File: config.mk
export PLATFORM = sky130hd
export DESIGN_NAME = differential_drive_odometry
export DESIGN_NICKNAME = d
export VERILOG_FILES = /design/src/design/ddodo_pkg.sv /design/src/design/ddodo_ctrl.sv /design/src/design/ddodo_dp.sv /design/src/design/differential_drive_odometry.sv
export SDC_FILE = /design/constraint.sdc
export NUM_CORES = 2
export LEC_CHECK = 0
export BUFFER_PORTS_ARGS = -buffer_cell sky130_fd_sc_hd__buf_2
export CORE_UTILIZATION = 71
export CTS_BUF_LIST = sky130_fd_sc_hd__clkbuf_8
export DETAILED_ROUTE_END_ITERATION = 8
export PLACE_DENSITY_LB_ADDON = 0.08
export SLEW_MARGIN = 40
export SYNTH_ARGS = -nofsm -noshare
export SYNTH_HDL_FRONTEND = slang
export SYNTH_SLANG_ARGS = --single-unit
File: constraint.sdc
create_clock -name clock -period 27.6 [get_ports clock]
set_input_delay 1.38 -clock clock [delete_from_list [all_inputs] [get_ports clock]]
set_output_delay 1.38 -clock clock [all_outputs]
set_load 0.01 [all_outputs]
File: src/design/ddodo_pkg.sv
// ----------------------------------------------------------------------------
// ddodo_pkg: shared types and constants of the odometry block
// Field widths, fixed-point formats, multiplier operand codes, register
// indexes, the arctangent table of the rotation unit and the command word
// that the controller sends to the datapath.
// ----------------------------------------------------------------------------
package ddodo_pkg;

   localparam int SPEED_W    = 11;
   localparam int SUM_W      = 12;
   localparam int CFG_W      = 24;
   localparam int POSE_W     = 32;
   localparam int TRIG_W     = 26;
   localparam int MULA_W     = 25;
   localparam int MULB_W     = 26;
   localparam int PROD_W     = MULA_W + MULB_W;
   localparam int M_W        = 36;
   localparam int M_SPLIT    = 18;
   localparam int ACC_W      = 62;
   localparam int RESULT_SHIFT = 41;
   localparam int ATAN_LEN   = 24;
   localparam int ATAN_IDX_W = 5;

   localparam logic [SPEED_W-1:0] SPEED_MIN = 11'h400;
   localparam logic [SPEED_W-1:0] SPEED_SAT = 11'h401;

   localparam logic signed [POSE_W-1:0] CORDIC_GAIN = 32'sd652032874;
   localparam logic signed [ACC_W-1:0]  ROUND_BIAS  = 62'sh100_0000_0000;
   localparam logic signed [POSE_W-1:0] Q24_MAX     = 32'sh0100_0000;

   localparam logic [CFG_W-1:0] DIST_RESET = 24'd353877;
   localparam logic [CFG_W-1:0] TURN_RESET = 24'd1083103;

   localparam int CSR_IDX_W = 1;
   localparam logic [CSR_IDX_W-1:0] CSR_DIST = 1'b0;
   localparam logic [CSR_IDX_W-1:0] CSR_TURN = 1'b1;

   localparam int MUL_SEL_W = 3;
   localparam logic [MUL_SEL_W-1:0] MUL_DIST   = 3'd0;
   localparam logic [MUL_SEL_W-1:0] MUL_TURN   = 3'd1;
   localparam logic [MUL_SEL_W-1:0] MUL_SIN_LO = 3'd2;
   localparam logic [MUL_SEL_W-1:0] MUL_SIN_HI = 3'd3;
   localparam logic [MUL_SEL_W-1:0] MUL_COS_LO = 3'd4;
   localparam logic [MUL_SEL_W-1:0] MUL_COS_HI = 3'd5;

   typedef struct packed {
      logic                 load;
      logic                 cordic_step;
      logic                 trig_load;
      logic [MUL_SEL_W-1:0] mul_sel;
      logic                 m_load;
      logic                 dth_load;
      logic                 acc_init;
      logic                 acc_add;
      logic                 dx_load;
      logic                 dy_load;
      logic                 commit;
   } dp_cmd_type;

   function automatic logic signed [POSE_W-1:0] atan_entry(input logic [ATAN_IDX_W-1:0] idx);
      logic signed [POSE_W-1:0] val;
      case (idx)
         5'd0:    val = 32'sd536870912;
         5'd1:    val = 32'sd316933406;
         5'd2:    val = 32'sd167458907;
         5'd3:    val = 32'sd85004756;
         5'd4:    val = 32'sd42667331;
         5'd5:    val = 32'sd21354465;
         5'd6:    val = 32'sd10679838;
         5'd7:    val = 32'sd5340245;
         5'd8:    val = 32'sd2670163;
         5'd9:    val = 32'sd1335087;
         5'd10:   val = 32'sd667544;
         5'd11:   val = 32'sd333772;
         5'd12:   val = 32'sd166886;
         5'd13:   val = 32'sd83443;
         5'd14:   val = 32'sd41722;
         5'd15:   val = 32'sd20861;
         5'd16:   val = 32'sd10430;
         5'd17:   val = 32'sd5215;
         5'd18:   val = 32'sd2608;
         5'd19:   val = 32'sd1304;
         5'd20:   val = 32'sd652;
         5'd21:   val = 32'sd326;
         5'd22:   val = 32'sd163;
         5'd23:   val = 32'sd81;
         default: val = '0;
      endcase
      return val;
   endfunction

endpackage

File: src/design/ddodo_ctrl.sv
// ----------------------------------------------------------------------------
// ddodo_ctrl: sequencing controller
// Accepts one word, runs the rotation iterations, steps the shared multiplier
// through its six products and commits the new pose when the result slot
// is free.
// ----------------------------------------------------------------------------
module ddodo_ctrl
   import ddodo_pkg::*;
#(
   parameter int CORDIC_STEPS = 16,
   localparam int ITER_W = $clog2(CORDIC_STEPS)
) (
   input  logic              clock,
   input  logic              reset,
   input  logic              req_valid,
   output logic              req_ready,
   output logic              rsp_valid,
   input  logic              rsp_ready,
   output dp_cmd_type        dp_cmd,
   output logic [ITER_W-1:0] cordic_iter
);

   localparam logic [3:0] S_IDLE   = 4'd0;
   localparam logic [3:0] S_CORDIC = 4'd1;
   localparam logic [3:0] S_TRIG   = 4'd2;
   localparam logic [3:0] S_M1     = 4'd3;
   localparam logic [3:0] S_M2     = 4'd4;
   localparam logic [3:0] S_M3     = 4'd5;
   localparam logic [3:0] S_M4     = 4'd6;
   localparam logic [3:0] S_M5     = 4'd7;
   localparam logic [3:0] S_M6     = 4'd8;
   localparam logic [3:0] S_M7     = 4'd9;
   localparam logic [3:0] S_DONE   = 4'd10;

   localparam logic [ITER_W-1:0] LAST_ITER = ITER_W'(CORDIC_STEPS - 1);

   logic [3:0]        state_ff, state_in;
   logic [ITER_W-1:0] iter_ff, iter_in;
   logic              rsp_valid_ff, rsp_valid_in;

   assign req_ready   = (state_ff == S_IDLE);
   assign rsp_valid   = rsp_valid_ff;
   assign cordic_iter = iter_ff;

   always_comb begin
      state_in = state_ff;
      iter_in  = iter_ff;
      dp_cmd   = '0;
      dp_cmd.mul_sel = MUL_DIST;
      case (state_ff)
         S_IDLE: begin
            if (req_valid) begin
               dp_cmd.load = 1'b1;
               iter_in     = '0;
               state_in    = S_CORDIC;
            end
         end
         S_CORDIC: begin
            dp_cmd.cordic_step = 1'b1;
            if (iter_ff == LAST_ITER) begin
               iter_in  = '0;
               state_in = S_TRIG;
            end else begin
               iter_in = iter_ff + 1'b1;
            end
         end
         S_TRIG: begin
            dp_cmd.trig_load = 1'b1;
            dp_cmd.mul_sel   = MUL_DIST;
            state_in         = S_M1;
         end
         S_M1: begin
            dp_cmd.m_load  = 1'b1;
            dp_cmd.mul_sel = MUL_TURN;
            state_in       = S_M2;
         end
         S_M2: begin
            dp_cmd.dth_load = 1'b1;
            dp_cmd.mul_sel  = MUL_SIN_LO;
            state_in        = S_M3;
         end
         S_M3: begin
            dp_cmd.acc_init = 1'b1;
            dp_cmd.mul_sel  = MUL_SIN_HI;
            state_in        = S_M4;
         end
         S_M4: begin
            dp_cmd.acc_add = 1'b1;
            dp_cmd.mul_sel = MUL_COS_LO;
            state_in       = S_M5;
         end
         S_M5: begin
            dp_cmd.dx_load  = 1'b1;
            dp_cmd.acc_init = 1'b1;
            dp_cmd.mul_sel  = MUL_COS_HI;
            state_in        = S_M6;
         end
         S_M6: begin
            dp_cmd.acc_add = 1'b1;
            state_in       = S_M7;
         end
         S_M7: begin
            dp_cmd.dy_load = 1'b1;
            state_in       = S_DONE;
         end
         S_DONE: begin
            if (!rsp_valid_ff || rsp_ready) begin
               dp_cmd.commit = 1'b1;
               state_in      = S_IDLE;
            end
         end
         default: begin
            state_in = S_IDLE;
         end
      endcase
   end

   always_comb begin
      if (dp_cmd.commit) begin
         rsp_valid_in = 1'b1;
      end else if (rsp_ready) begin
         rsp_valid_in = 1'b0;
      end else begin
         rsp_valid_in = rsp_valid_ff;
      end
   end

   always_ff @(posedge clock) begin
      if (reset) begin
         state_ff     <= S_IDLE;
         iter_ff      <= '0;
         rsp_valid_ff <= 1'b0;
      end else begin
         state_ff     <= state_in;
         iter_ff      <= iter_in;
         rsp_valid_ff <= rsp_valid_in;
      end
   end

endmodule

File: src/design/ddodo_dp.sv
// ----------------------------------------------------------------------------
// ddodo_dp: odometry datapath
// Holds the pose and the two scale registers, the iterative rotation unit for
// sine and cosine, one shared signed multiplier and the rounding accumulator.
// ----------------------------------------------------------------------------
module ddodo_dp
   import ddodo_pkg::*;
#(
   parameter int ANGLE_BITS   = 32,
   parameter int CORDIC_STEPS = 16,
   localparam int ITER_W = $clog2(CORDIC_STEPS)
) (
   input  logic                       clock,
   input  logic                       reset,
   input  dp_cmd_type                 dp_cmd,
   input  logic [ITER_W-1:0]          cordic_iter,
   input  logic signed [SPEED_W-1:0]  req_left_speed,
   input  logic signed [SPEED_W-1:0]  req_right_speed,
   input  logic                       csr_write_en,
   input  logic [CSR_IDX_W-1:0]       csr_index,
   input  logic [CFG_W-1:0]           csr_wdata,
   output logic signed [POSE_W-1:0]   rsp_pose_x,
   output logic signed [POSE_W-1:0]   rsp_pose_y,
   output logic [POSE_W-1:0]          rsp_pose_heading
);

   localparam logic [POSE_W-1:0] ANGLE_MASK = ~(32'hFFFF_FFFF >> ANGLE_BITS);

   logic [CFG_W-1:0]          dist_ff, dist_in, turn_ff, turn_in;
   logic signed [POSE_W-1:0]  pos_x_ff, pos_x_in, pos_y_ff, pos_y_in;
   logic [POSE_W-1:0]         heading_ff, heading_in;
   logic signed [SUM_W-1:0]   sum_ff, sum_in, diff_ff, diff_in;
   logic signed [POSE_W-1:0]  x_ff, x_in, y_ff, y_in, z_ff, z_in;
   logic [1:0]                quad_ff, quad_in;
   logic signed [TRIG_W-1:0]  sin_ff, sin_in, cos_ff, cos_in;
   logic signed [PROD_W-1:0]  prod_ff, prod_in;
   logic signed [M_W-1:0]     m_ff, m_in;
   logic [POSE_W-1:0]         dth_ff, dth_in;
   logic signed [ACC_W-1:0]   acc_ff, acc_in;
   logic signed [POSE_W-1:0]  dx_ff, dx_in, dy_ff, dy_in;

   logic signed [SPEED_W-1:0] left_sat, right_sat;
   logic [POSE_W-1:0]         angle_masked, angle_biased;
   logic signed [POSE_W-1:0]  x_shift, y_shift, atan_val;
   logic signed [POSE_W-1:0]  sin_raw, cos_raw;
   logic signed [MULA_W-1:0]  mul_a;
   logic signed [MULB_W-1:0]  mul_b;

   function automatic logic signed [SPEED_W-1:0] saturate(input logic signed [SPEED_W-1:0] s);
      return (s == SPEED_MIN) ? SPEED_SAT : s;
   endfunction

   function automatic logic signed [TRIG_W-1:0] to_q24(input logic signed [POSE_W-1:0] v);
      logic signed [POSE_W-1:0] r;
      r = (v + 32'sd32) >>> 6;
      if (r > Q24_MAX) begin
         r = Q24_MAX;
      end else if (r < -Q24_MAX) begin
         r = -Q24_MAX;
      end
      return TRIG_W'(r);
   endfunction

   assign rsp_pose_x       = pos_x_ff;
   assign rsp_pose_y       = pos_y_ff;
   assign rsp_pose_heading = heading_ff;

   assign left_sat     = saturate(req_left_speed);
   assign right_sat    = saturate(req_right_speed);
   assign angle_masked = heading_ff & ANGLE_MASK;
   assign angle_biased = angle_masked + 32'h2000_0000;
   assign x_shift      = x_ff >>> cordic_iter;
   assign y_shift      = y_ff >>> cordic_iter;
   assign atan_val     = atan_entry(ATAN_IDX_W'(cordic_iter));

   // Rotate the result for the reduced angle back by the quarter turns taken off.
   always_comb begin
      case (quad_ff)
         2'd0: begin
            sin_raw = y_ff;
            cos_raw = x_ff;
         end
         2'd1: begin
            sin_raw = x_ff;
            cos_raw = -y_ff;
         end
         2'd2: begin
            sin_raw = -y_ff;
            cos_raw = -x_ff;
         end
         default: begin
            sin_raw = -x_ff;
            cos_raw = y_ff;
         end
      endcase
   end

   always_comb begin
      case (dp_cmd.mul_sel)
         MUL_DIST: begin
            mul_a = $signed({1'b0, dist_ff});
            mul_b = MULB_W'(sum_ff);
         end
         MUL_TURN: begin
            mul_a = $signed({1'b0, turn_ff});
            mul_b = MULB_W'(diff_ff);
         end
         MUL_SIN_LO: begin
            mul_a = $signed({{(MULA_W-M_SPLIT){1'b0}}, m_ff[M_SPLIT-1:0]});
            mul_b = sin_ff;
         end
         MUL_SIN_HI: begin
            mul_a = MULA_W'($signed(m_ff[M_W-1:M_SPLIT]));
            mul_b = sin_ff;
         end
         MUL_COS_LO: begin
            mul_a = $signed({{(MULA_W-M_SPLIT){1'b0}}, m_ff[M_SPLIT-1:0]});
            mul_b = cos_ff;
         end
         MUL_COS_HI: begin
            mul_a = MULA_W'($signed(m_ff[M_W-1:M_SPLIT]));
            mul_b = cos_ff;
         end
         default: begin
            mul_a = '0;
            mul_b = '0;
         end
      endcase
   end

   assign prod_in = mul_a * mul_b;

   always_comb begin
      dist_in = dist_ff;
      turn_in = turn_ff;
      if (csr_write_en) begin
         case (csr_index)
            CSR_DIST: dist_in = csr_wdata;
            CSR_TURN: turn_in = csr_wdata;
            default: begin
            end
         endcase
      end
   end

   always_comb begin
      sum_in  = sum_ff;
      diff_in = diff_ff;
      x_in    = x_ff;
      y_in    = y_ff;
      z_in    = z_ff;
      quad_in = quad_ff;
      if (dp_cmd.load) begin
         sum_in  = SUM_W'(left_sat) + SUM_W'(right_sat);
         diff_in = SUM_W'(right_sat) - SUM_W'(left_sat);
         quad_in = angle_biased[POSE_W-1:POSE_W-2];
         z_in    = $signed(angle_masked - {angle_biased[POSE_W-1:POSE_W-2], 30'b0});
         x_in    = CORDIC_GAIN;
         y_in    = '0;
      end else if (dp_cmd.cordic_step) begin
         if (!z_ff[POSE_W-1]) begin
            x_in = x_ff - y_shift;
            y_in = y_ff + x_shift;
            z_in = z_ff - atan_val;
         end else begin
            x_in = x_ff + y_shift;
            y_in = y_ff - x_shift;
            z_in = z_ff + atan_val;
         end
      end
   end

   always_comb begin
      sin_in = dp_cmd.trig_load ? to_q24(sin_raw) : sin_ff;
      cos_in = dp_cmd.trig_load ? to_q24(cos_raw) : cos_ff;
      m_in   = dp_cmd.m_load ? M_W'(prod_ff) : m_ff;
      dth_in = dp_cmd.dth_load ? POSE_W'(prod_ff) : dth_ff;
      dx_in  = dp_cmd.dx_load ? POSE_W'(acc_ff >>> RESULT_SHIFT) : dx_ff;
      dy_in  = dp_cmd.dy_load ? POSE_W'(acc_ff >>> RESULT_SHIFT) : dy_ff;
      if (dp_cmd.acc_init) begin
         acc_in = ACC_W'(prod_ff) + ROUND_BIAS;
      end else if (dp_cmd.acc_add) begin
         acc_in = acc_ff + (ACC_W'(prod_ff) <<< M_SPLIT);
      end else begin
         acc_in = acc_ff;
      end
   end

   always_comb begin
      pos_x_in   = pos_x_ff;
      pos_y_in   = pos_y_ff;
      heading_in = heading_ff;
      if (dp_cmd.commit) begin
         pos_x_in   = pos_x_ff - dx_ff;
         pos_y_in   = pos_y_ff - dy_ff;
         heading_in = heading_ff + dth_ff;
      end
   end

   always_ff @(posedge clock) begin
      if (reset) begin
         dist_ff    <= DIST_RESET;
         turn_ff    <= TURN_RESET;
         pos_x_ff   <= '0;
         pos_y_ff   <= '0;
         heading_ff <= '0;
      end else begin
         dist_ff    <= dist_in;
         turn_ff    <= turn_in;
         pos_x_ff   <= pos_x_in;
         pos_y_ff   <= pos_y_in;
         heading_ff <= heading_in;
      end
   end

   always_ff @(posedge clock) begin
      sum_ff  <= sum_in;
      diff_ff <= diff_in;
      x_ff    <= x_in;
      y_ff    <= y_in;
      z_ff    <= z_in;
      quad_ff <= quad_in;
      sin_ff  <= sin_in;
      cos_ff  <= cos_in;
      prod_ff <= prod_in;
      m_ff    <= m_in;
      dth_ff  <= dth_in;
      acc_ff  <= acc_in;
      dx_ff   <= dx_in;
      dy_ff   <= dy_in;
   end

endmodule

File: src/design/differential_drive_odometry.sv
// ----------------------------------------------------------------------------
// differential_drive_odometry: dead-reckoning pose integrator
// A new word is accepted only when idle, so one word is worked through at a
// time; the pace is set by the iterative rotation unit and six passes through
// one shared multiplier, and a result not yet taken holds back the commit.
// Reset clears the pose, restores both scale registers and drops any result.
// ----------------------------------------------------------------------------
module differential_drive_odometry
   import ddodo_pkg::*;
#(
   parameter int ANGLE_BITS   = 32,
   parameter int CORDIC_STEPS = 16
) (
   input  logic                      clock,
   input  logic                      reset,
   input  logic                      req_valid,
   output logic                      req_ready,
   input  logic signed [SPEED_W-1:0] req_left_speed,
   input  logic signed [SPEED_W-1:0] req_right_speed,
   output logic                      rsp_valid,
   input  logic                      rsp_ready,
   output logic signed [POSE_W-1:0]  rsp_pose_x,
   output logic signed [POSE_W-1:0]  rsp_pose_y,
   output logic [POSE_W-1:0]         rsp_pose_heading,
   input  logic                      csr_write_en,
   input  logic [CSR_IDX_W-1:0]      csr_index,
   input  logic [CFG_W-1:0]          csr_wdata
);

   localparam int ITER_W = $clog2(CORDIC_STEPS);

   dp_cmd_type        dp_cmd;
   logic [ITER_W-1:0] cordic_iter;

   ddodo_ctrl #(
      .CORDIC_STEPS(CORDIC_STEPS)
   ) u_ctrl (
      .clock       (clock),
      .reset       (reset),
      .req_valid   (req_valid),
      .req_ready   (req_ready),
      .rsp_valid   (rsp_valid),
      .rsp_ready   (rsp_ready),
      .dp_cmd      (dp_cmd),
      .cordic_iter (cordic_iter)
   );

   ddodo_dp #(
      .ANGLE_BITS  (ANGLE_BITS),
      .CORDIC_STEPS(CORDIC_STEPS)
   ) u_dp (
      .clock           (clock),
      .reset           (reset),
      .dp_cmd          (dp_cmd),
      .cordic_iter     (cordic_iter),
      .req_left_speed  (req_left_speed),
      .req_right_speed (req_right_speed),
      .csr_write_en    (csr_write_en),
      .csr_index       (csr_index),
      .csr_wdata       (csr_wdata),
      .rsp_pose_x      (rsp_pose_x),
      .rsp_pose_y      (rsp_pose_y),
      .rsp_pose_heading(rsp_pose_heading)
   );

endmodule

# Word level (Yosys, flattened, before mapping)
# Memory sizes are Yosys's and may differ from the RTL's. A register that Yosys moved wholly into a read port is not among the register bits.
# Cells that the tools add are included.
# classes
n_mul,1
reduce_logical,21
n_bitwise,1
n_addsub,20
shifts,2
n_eq_ne,23
magnitude_cmp,4
n_mux,39
# ops
operator,n
$pmux 32 s3,2
$mux 32,5
$add 32x32->32,4
$sub 32x32->32,4
$mux 62,2
$pmux 26 s4,1
$pmux 25 s4,1
$add 32x7->32 const B,2
$neg 32->32,2
$sshr 32x4->32,2
$sub 32x21->32,2
$add 62x62->62,1
$add 51x42->52 const B,1
$gt 26x26->1 const B,2
$lt 26x25->1 const B,2
$mux 26,2
$mul 25x26->51,1
$pmux 4 s11,1
$add 32x30->32 const B,1
$mux 4,7
$eq 11x11->1 const B,2
$mux 11,2
$eq 4x3->1 const B,4
$eq 4x4->1 const B,4
25 further kinds,54
# totals
rom_bits,480
elab_cells,136
register_bits,550
inputBits,52
memories,1
output_inout_bits,98
# mem_list
memory,depth,word_bits,rd,rd_ports_with_merged_regs,write_ports,line_no,text
(name not given),16,30,1,1,0,ddodo_pkg.sv:62,case (idx)

# Depth between registers and ports, before layout
# logic_depth
ltp_word,6
mapped_depth,37
mapped_depth_nobuf,34

# Cells and area by module
# A second synthesis with hierarchy kept.
# unflattened
cells_unflattened,7221
hier_area_um2,64077.7
# modules_own_cells
mod,area_per_inst_um2,seq_area_each_um2,cells_per_inst,instances
ddodo_dp,63480.9,13082.5,7142,1
ddodo_ctrl,596.8,180.2,79,1

# Worst setup path after synthesis
# Ideal clock, no wire load.
# synth_timing
path_type,flip-flop to flip-flop
startpoint,reg u_ctrl.state_ff[0]
endpoint,reg u_dp.prod_ff[47]
setup_time_ns,0.072
period_less_slack_ns,9.635
t_arrival_ns,9.562
path_stages_with_launch,33
path_buffers,3
path_slack_ns,17.965
t_required_ns,27.528
path_cell_list,dfxtp_1 clkbuf_1 nor2b_1 nand2_1 clkinv_1 clkbuf_1 buf_1 a221o_1 nand2_1 fa_1 inv_1 fa_1 inv_1 fa_1 fa_1 inv_1 fa_1 fa_1 inv_1 fa_1 inv_1 ha_1 a21o_1 a21o_1 a21o_1 and2_1 o31a_1 a2111oi_0 o31a_1 nor3_1 or3_1 a21oi_1 xnor2_1
# synth_via
elab_chain_cells,6
elab_cells_between_ends,19
classes_between,1 x mul; 10 x eq/ne; 3 x mux; 5 x reduce/logical
# synth_rtl
element,line_no,text
start: declaration,ddodo_ctrl.sv:37,"logic [3:0] state_ff, state_in;"
start signal: assignment,ddodo_ctrl.sv:134,state_ff <= state_in;
$eq 4x3->1 / $eq 4x2->1 (equally long branches),ddodo_ctrl.sv:50,case (state_ff)
$pmux 3 s5 *,ddodo_ctrl.sv:50,
$eq 3x2->1 / $eq 3x3->1 (equally long branches),ddodo_dp.sv:99,case (dp_cmd.mul_sel)
$reduce_or 2->1 (no source line),-,
$pmux 25 s4 / $pmux 26 s4 (equally long branches),ddodo_dp.sv:99,
$mul 25x26->51 *,ddodo_dp.sv:131,assign prod_in = mul_a * mul_b;
via u_dp.prod_in[47],ddodo_dp.sv:36,"logic signed [PROD_W-1:0] prod_ff, prod_in;"
end signal: assignment,ddodo_dp.sv:225,prod_ff <= prod_in;
end: declaration,ddodo_dp.sv:36,
# The timed path passes the listed nets; every way through them passes the cells marked *.
# A chain may end at the register's enable or synchronous reset.

# Worst setup path after layout
# layout_timing
startpoint,reg u_ctrl.state_ff[1]
endpoint,reg u_dp.prod_ff[47]
# The elaborated chain is that of the path after synthesis.

==> out/summary.txt <==
CTS H-Tree Depth -> 3
number of synthesized flops with an enable pin -> 263
global-route wire length before repair -> 300 mm
#FFs+latches synth -> 561
Synth Net Count -> 8561
status -> complete, no violations
final setup violation count -> 0
Worst Hold Class -> register to register
row count -> 110
Startpoint Class -> register
R2R depth -> 34
synth-to-layout area growth -> 5.57%
sequential share of the synthesized area -> 0.213
CP max stage cell -> a221o_1
IO Count -> 150
initial antenna violation count -> 9
critical path class -> register to register
fmax -> 0.0901 GHz
Root Driver -> clkbuf_8
Critical path origin -> u_ctrl.state_ff[1]$_SDFFE_PP0P_
share of cells above drive strength 1 -> 0.0863
Pre-antenna DRT Iters -> 8
clk sinks -> 561
routability cong. -> 1.02
die width -> 304 um
syn_area_per_cell -> 8.77 um2
cts bufs inserted -> 96
DRC -> 0
capture point of the worst path -> u_dp.prod_ff[47]$_DFF_P_
grt ovf -> 0
GRT Total Usage -> 0.416
minimum clock period -> 11100 ps
via count -> 55600
Vias/cell -> 6.46
DR iter-0 viols -> 6671
Post-Syn Instances -> 7409
pin count of the biggest net entering global routing -> 105
Routed WL -> 193 mm
CTS tree -> done
most used flip-flop cell after synthesis -> dfxtp_1
drt wl/cell -> 22.4 um
final net count -> 8482
cell area after synthesis -> 0.0650 mm2
Hold Buf Count CTS -> 0
Die Area -> 0.0927 mm2
Worst Setup End Kind -> register
DIE HEIGHT -> 304 um
Detailed Place HPWL -> 147 mm
reg-to-reg endpoint -> u_dp.prod_ff[47]$_DFF_P_
slew margin rel. -> 0.341
reg-to-reg startpoint -> u_ctrl.state_ff[1]$_SDFFE_PP0P_
Clock Latency Late Sink -> 810 ps
synth warn -> 0
Clock Path Buffers -> 3
CTS resizes -> 0
Most common cell on crit path -> fa_1
worst path arrival time -> 11810 ps
reg2reg setup slack -> 16500 ps
Post-DRT Antenna Nets -> 0
Post-synth ARST share -> 0
via count of the first global-routing pass -> 54000
worst-margin pin slew -> 981 ps
RSZ-0062 raised after global routing -> false
post-synth cell types -> 105
clock skew -> 41.0 ps
Req. time, crit path -> 28300 ps
Post CTS Setup Buffer Count -> 0
crit-path max cell delay -> 720 ps
clk slew on worst S/H paths -> 60 ps
Port Buffer Count -> 149
Initial Utilization -> 0.719
Hold Violations, Final -> 0
setup_tns -> 0 ps
max-cap violations -> 0
crit-path max FO -> 68
Max Slew Vio Count -> 0
Core ar. -> 0.0903 mm2
final worst-path cycle share -> 0.402
[critical path: cells and delay by family (launching register included)]
family          cells  cell delay (ps)
buf+inv             9             1930
compound gates     10             3180
flops               1              310
xor+xnor            1              130
simple gates        6             1470
fa+ha+maj           8             3860
[kinds of logic (layout without fill, tap and decap cells)]
logic type               count (synthesis)  in the layout  synth area share
multiplexers                           223            223            0.0524
other                                    0              7                 0
flip-flops                             561            561             0.213
adder cells (fa/ha/maj)               1100           1100             0.292
buffers and inverters                 1325           1328            0.0789
XOR/XNOR                               463            463            0.0631
AO/OA/AOI/OAI                         1425           1425             0.141
AND/OR/NAND/NOR                       2312           2312             0.159
[layer usage]
| metal | part of all wire | track usage | vias to the layer above |
|---|---|---|---|
| met1 | 0.39 | 0.567 | 26800 |
| met4 | 0.048 | 0.181 | 4 |
| met3 | 0.14 | 0.125 | 626 |
| met2 | 0.43 | 0.617 | 3417 |
| li1 | - | - | 24700 |
| met5 | 0.00015 | 0 | - |
[worst min-delay path by stage]
stage / slack [ps] / to / startpoint / cells past startpoint
final: 450 / u_dp.dist_ff[5]$_SDFFE_PP0P_ / u_dp.dist_ff[5]$_SDFFE_PP0P_ / 2
after global routing: 470 / u_dp.dist_ff[5]$_SDFFE_PP0P_ / u_dp.dist_ff[5]$_SDFFE_PP0P_ / 2
after CTS: 450 / u_dp.dist_ff[5]$_SDFFE_PP0P_ / u_dp.dist_ff[5]$_SDFFE_PP0P_ / 2
after detailed placement: 450 / u_dp.dist_ff[5]$_SDFFE_PP0P_ / u_dp.dist_ff[5]$_SDFFE_PP0P_ / 2
after global placement: 440 / u_dp.dist_ff[19]$_SDFFE_PP0P_ / u_dp.dist_ff[19]$_SDFFE_PP0P_ / 2
after floorplan: 430 / u_dp.dth_ff[0]$_DFFE_PP_ / u_dp.prod_ff[0]$_DFF_P_ / 0
[cells in the final DEF (no fill, tap or decap), types with 19 or more instances in the layout]
cell / instances
nand3_1: 136
nor3_1: 108
ha_1: 410
a21oi_1: 461
clkbuf_8: 112
or2_2: 25
edfxtp_1: 263
inv_1: 925
dfxtp_1: 293
o211ai_1: 40
nor4_1: 26
xnor2_1: 280
xor2_1: 179
mux4_2: 90
o21ai_0: 294
a221o_1: 25
nand4_1: 33
mux2i_1: 100
or3_1: 33
fa_1: 689
nand2b_1: 61
a211oi_1: 44
nand3b_1: 27
a21o_1: 103
nor2b_1: 40
o21bai_1: 46
buf_2: 148
and3_1: 43
a31oi_1: 56
nand2_1: 938
and2_1: 39
o21a_1: 50
a221oi_1: 19
mux2_2: 30
buf_4: 91
o31ai_1: 39
nor2_1: 690
[synthesized netlist by cell type (46+ instances only)]
| cell | count | area share |
|---|---|---|
| nand2_1 | 942 | 0.054 |
| inv_1 | 897 | 0.052 |
| nor2_1 | 695 | 0.040 |
| fa_1 | 690 | 0.21 |
| a21oi_1 | 461 | 0.036 |
| ha_1 | 410 | 0.079 |
| clkbuf_1 | 334 | 0.019 |
| o21ai_0 | 301 | 0.023 |
| dfxtp_1 | 298 | 0.092 |
| xnor2_1 | 280 | 0.038 |
| edfxtp_1 | 263 | 0.12 |
| xor2_1 | 180 | 0.024 |
| nand3_1 | 139 | 0.011 |
| nor3_1 | 111 | 0.0086 |
| a21o_1 | 103 | 0.012 |
| mux2i_1 | 100 | 0.015 |
| mux4_2 | 90 | 0.031 |
| nand2b_1 | 64 | 0.0062 |
| a31oi_1 | 56 | 0.0054 |
| o21a_1 | 50 | 0.0058 |
| and3_1 | 46 | 0.0044 |
| o21bai_1 | 46 | 0.0053 |
[final cells by class]
type | count | area [um2]
Multi-Input combinational cell | 5523 | 46200
Fill cell | 6685 | 21700
Sequential cell | 561 | 13900
Inverter | 903 | 3390
Clock buffer | 112 | 1540
Timing Repair Buffer | 245 | 1490
Tap cell | 1176 | 1470
Clock inverter | 68 | 577
Antenna cell | 7 | 17.5
[sequential cells by signal, summed over array words and instances (netlist names), 26 cells and up]
register	flops
u_dp.rsp_pose_heading	32
u_dp.rsp_pose_y	32
u_dp.prod_ff	51
u_dp.x_ff	32
u_dp.acc_ff	44
u_dp.atan_val	30
u_dp.m_ff	36
u_dp.dth_ff	32
u_dp.cos_ff	26
u_dp.z_ff	32
u_dp.rsp_pose_x	32
u_dp.sin_ff	26
u_dp.y_ff	32
[through the flow]
step / cells / cell area (um2) / utilization / setup slack [ps] / hold WS [ps]
after floorplan: 7409 / 65000 / - / 17970 / 430
after global placement: 8405 / 66300 / 0.734 / 16670 / 443
after detailed placement: 8406 / 66300 / 0.735 / 16430 / 448
after CTS: 8586 / 68500 / 0.758 / 16370 / 454
after global routing: 8592 / 68600 / 0.759 / 15990 / 472
final: 8595 / 68600 / 0.759 / 16500 / 454
Power is left out: the tool's default activity adds up to more than one toggle a clock period on the data nets, which glitch-free logic cannot reach.
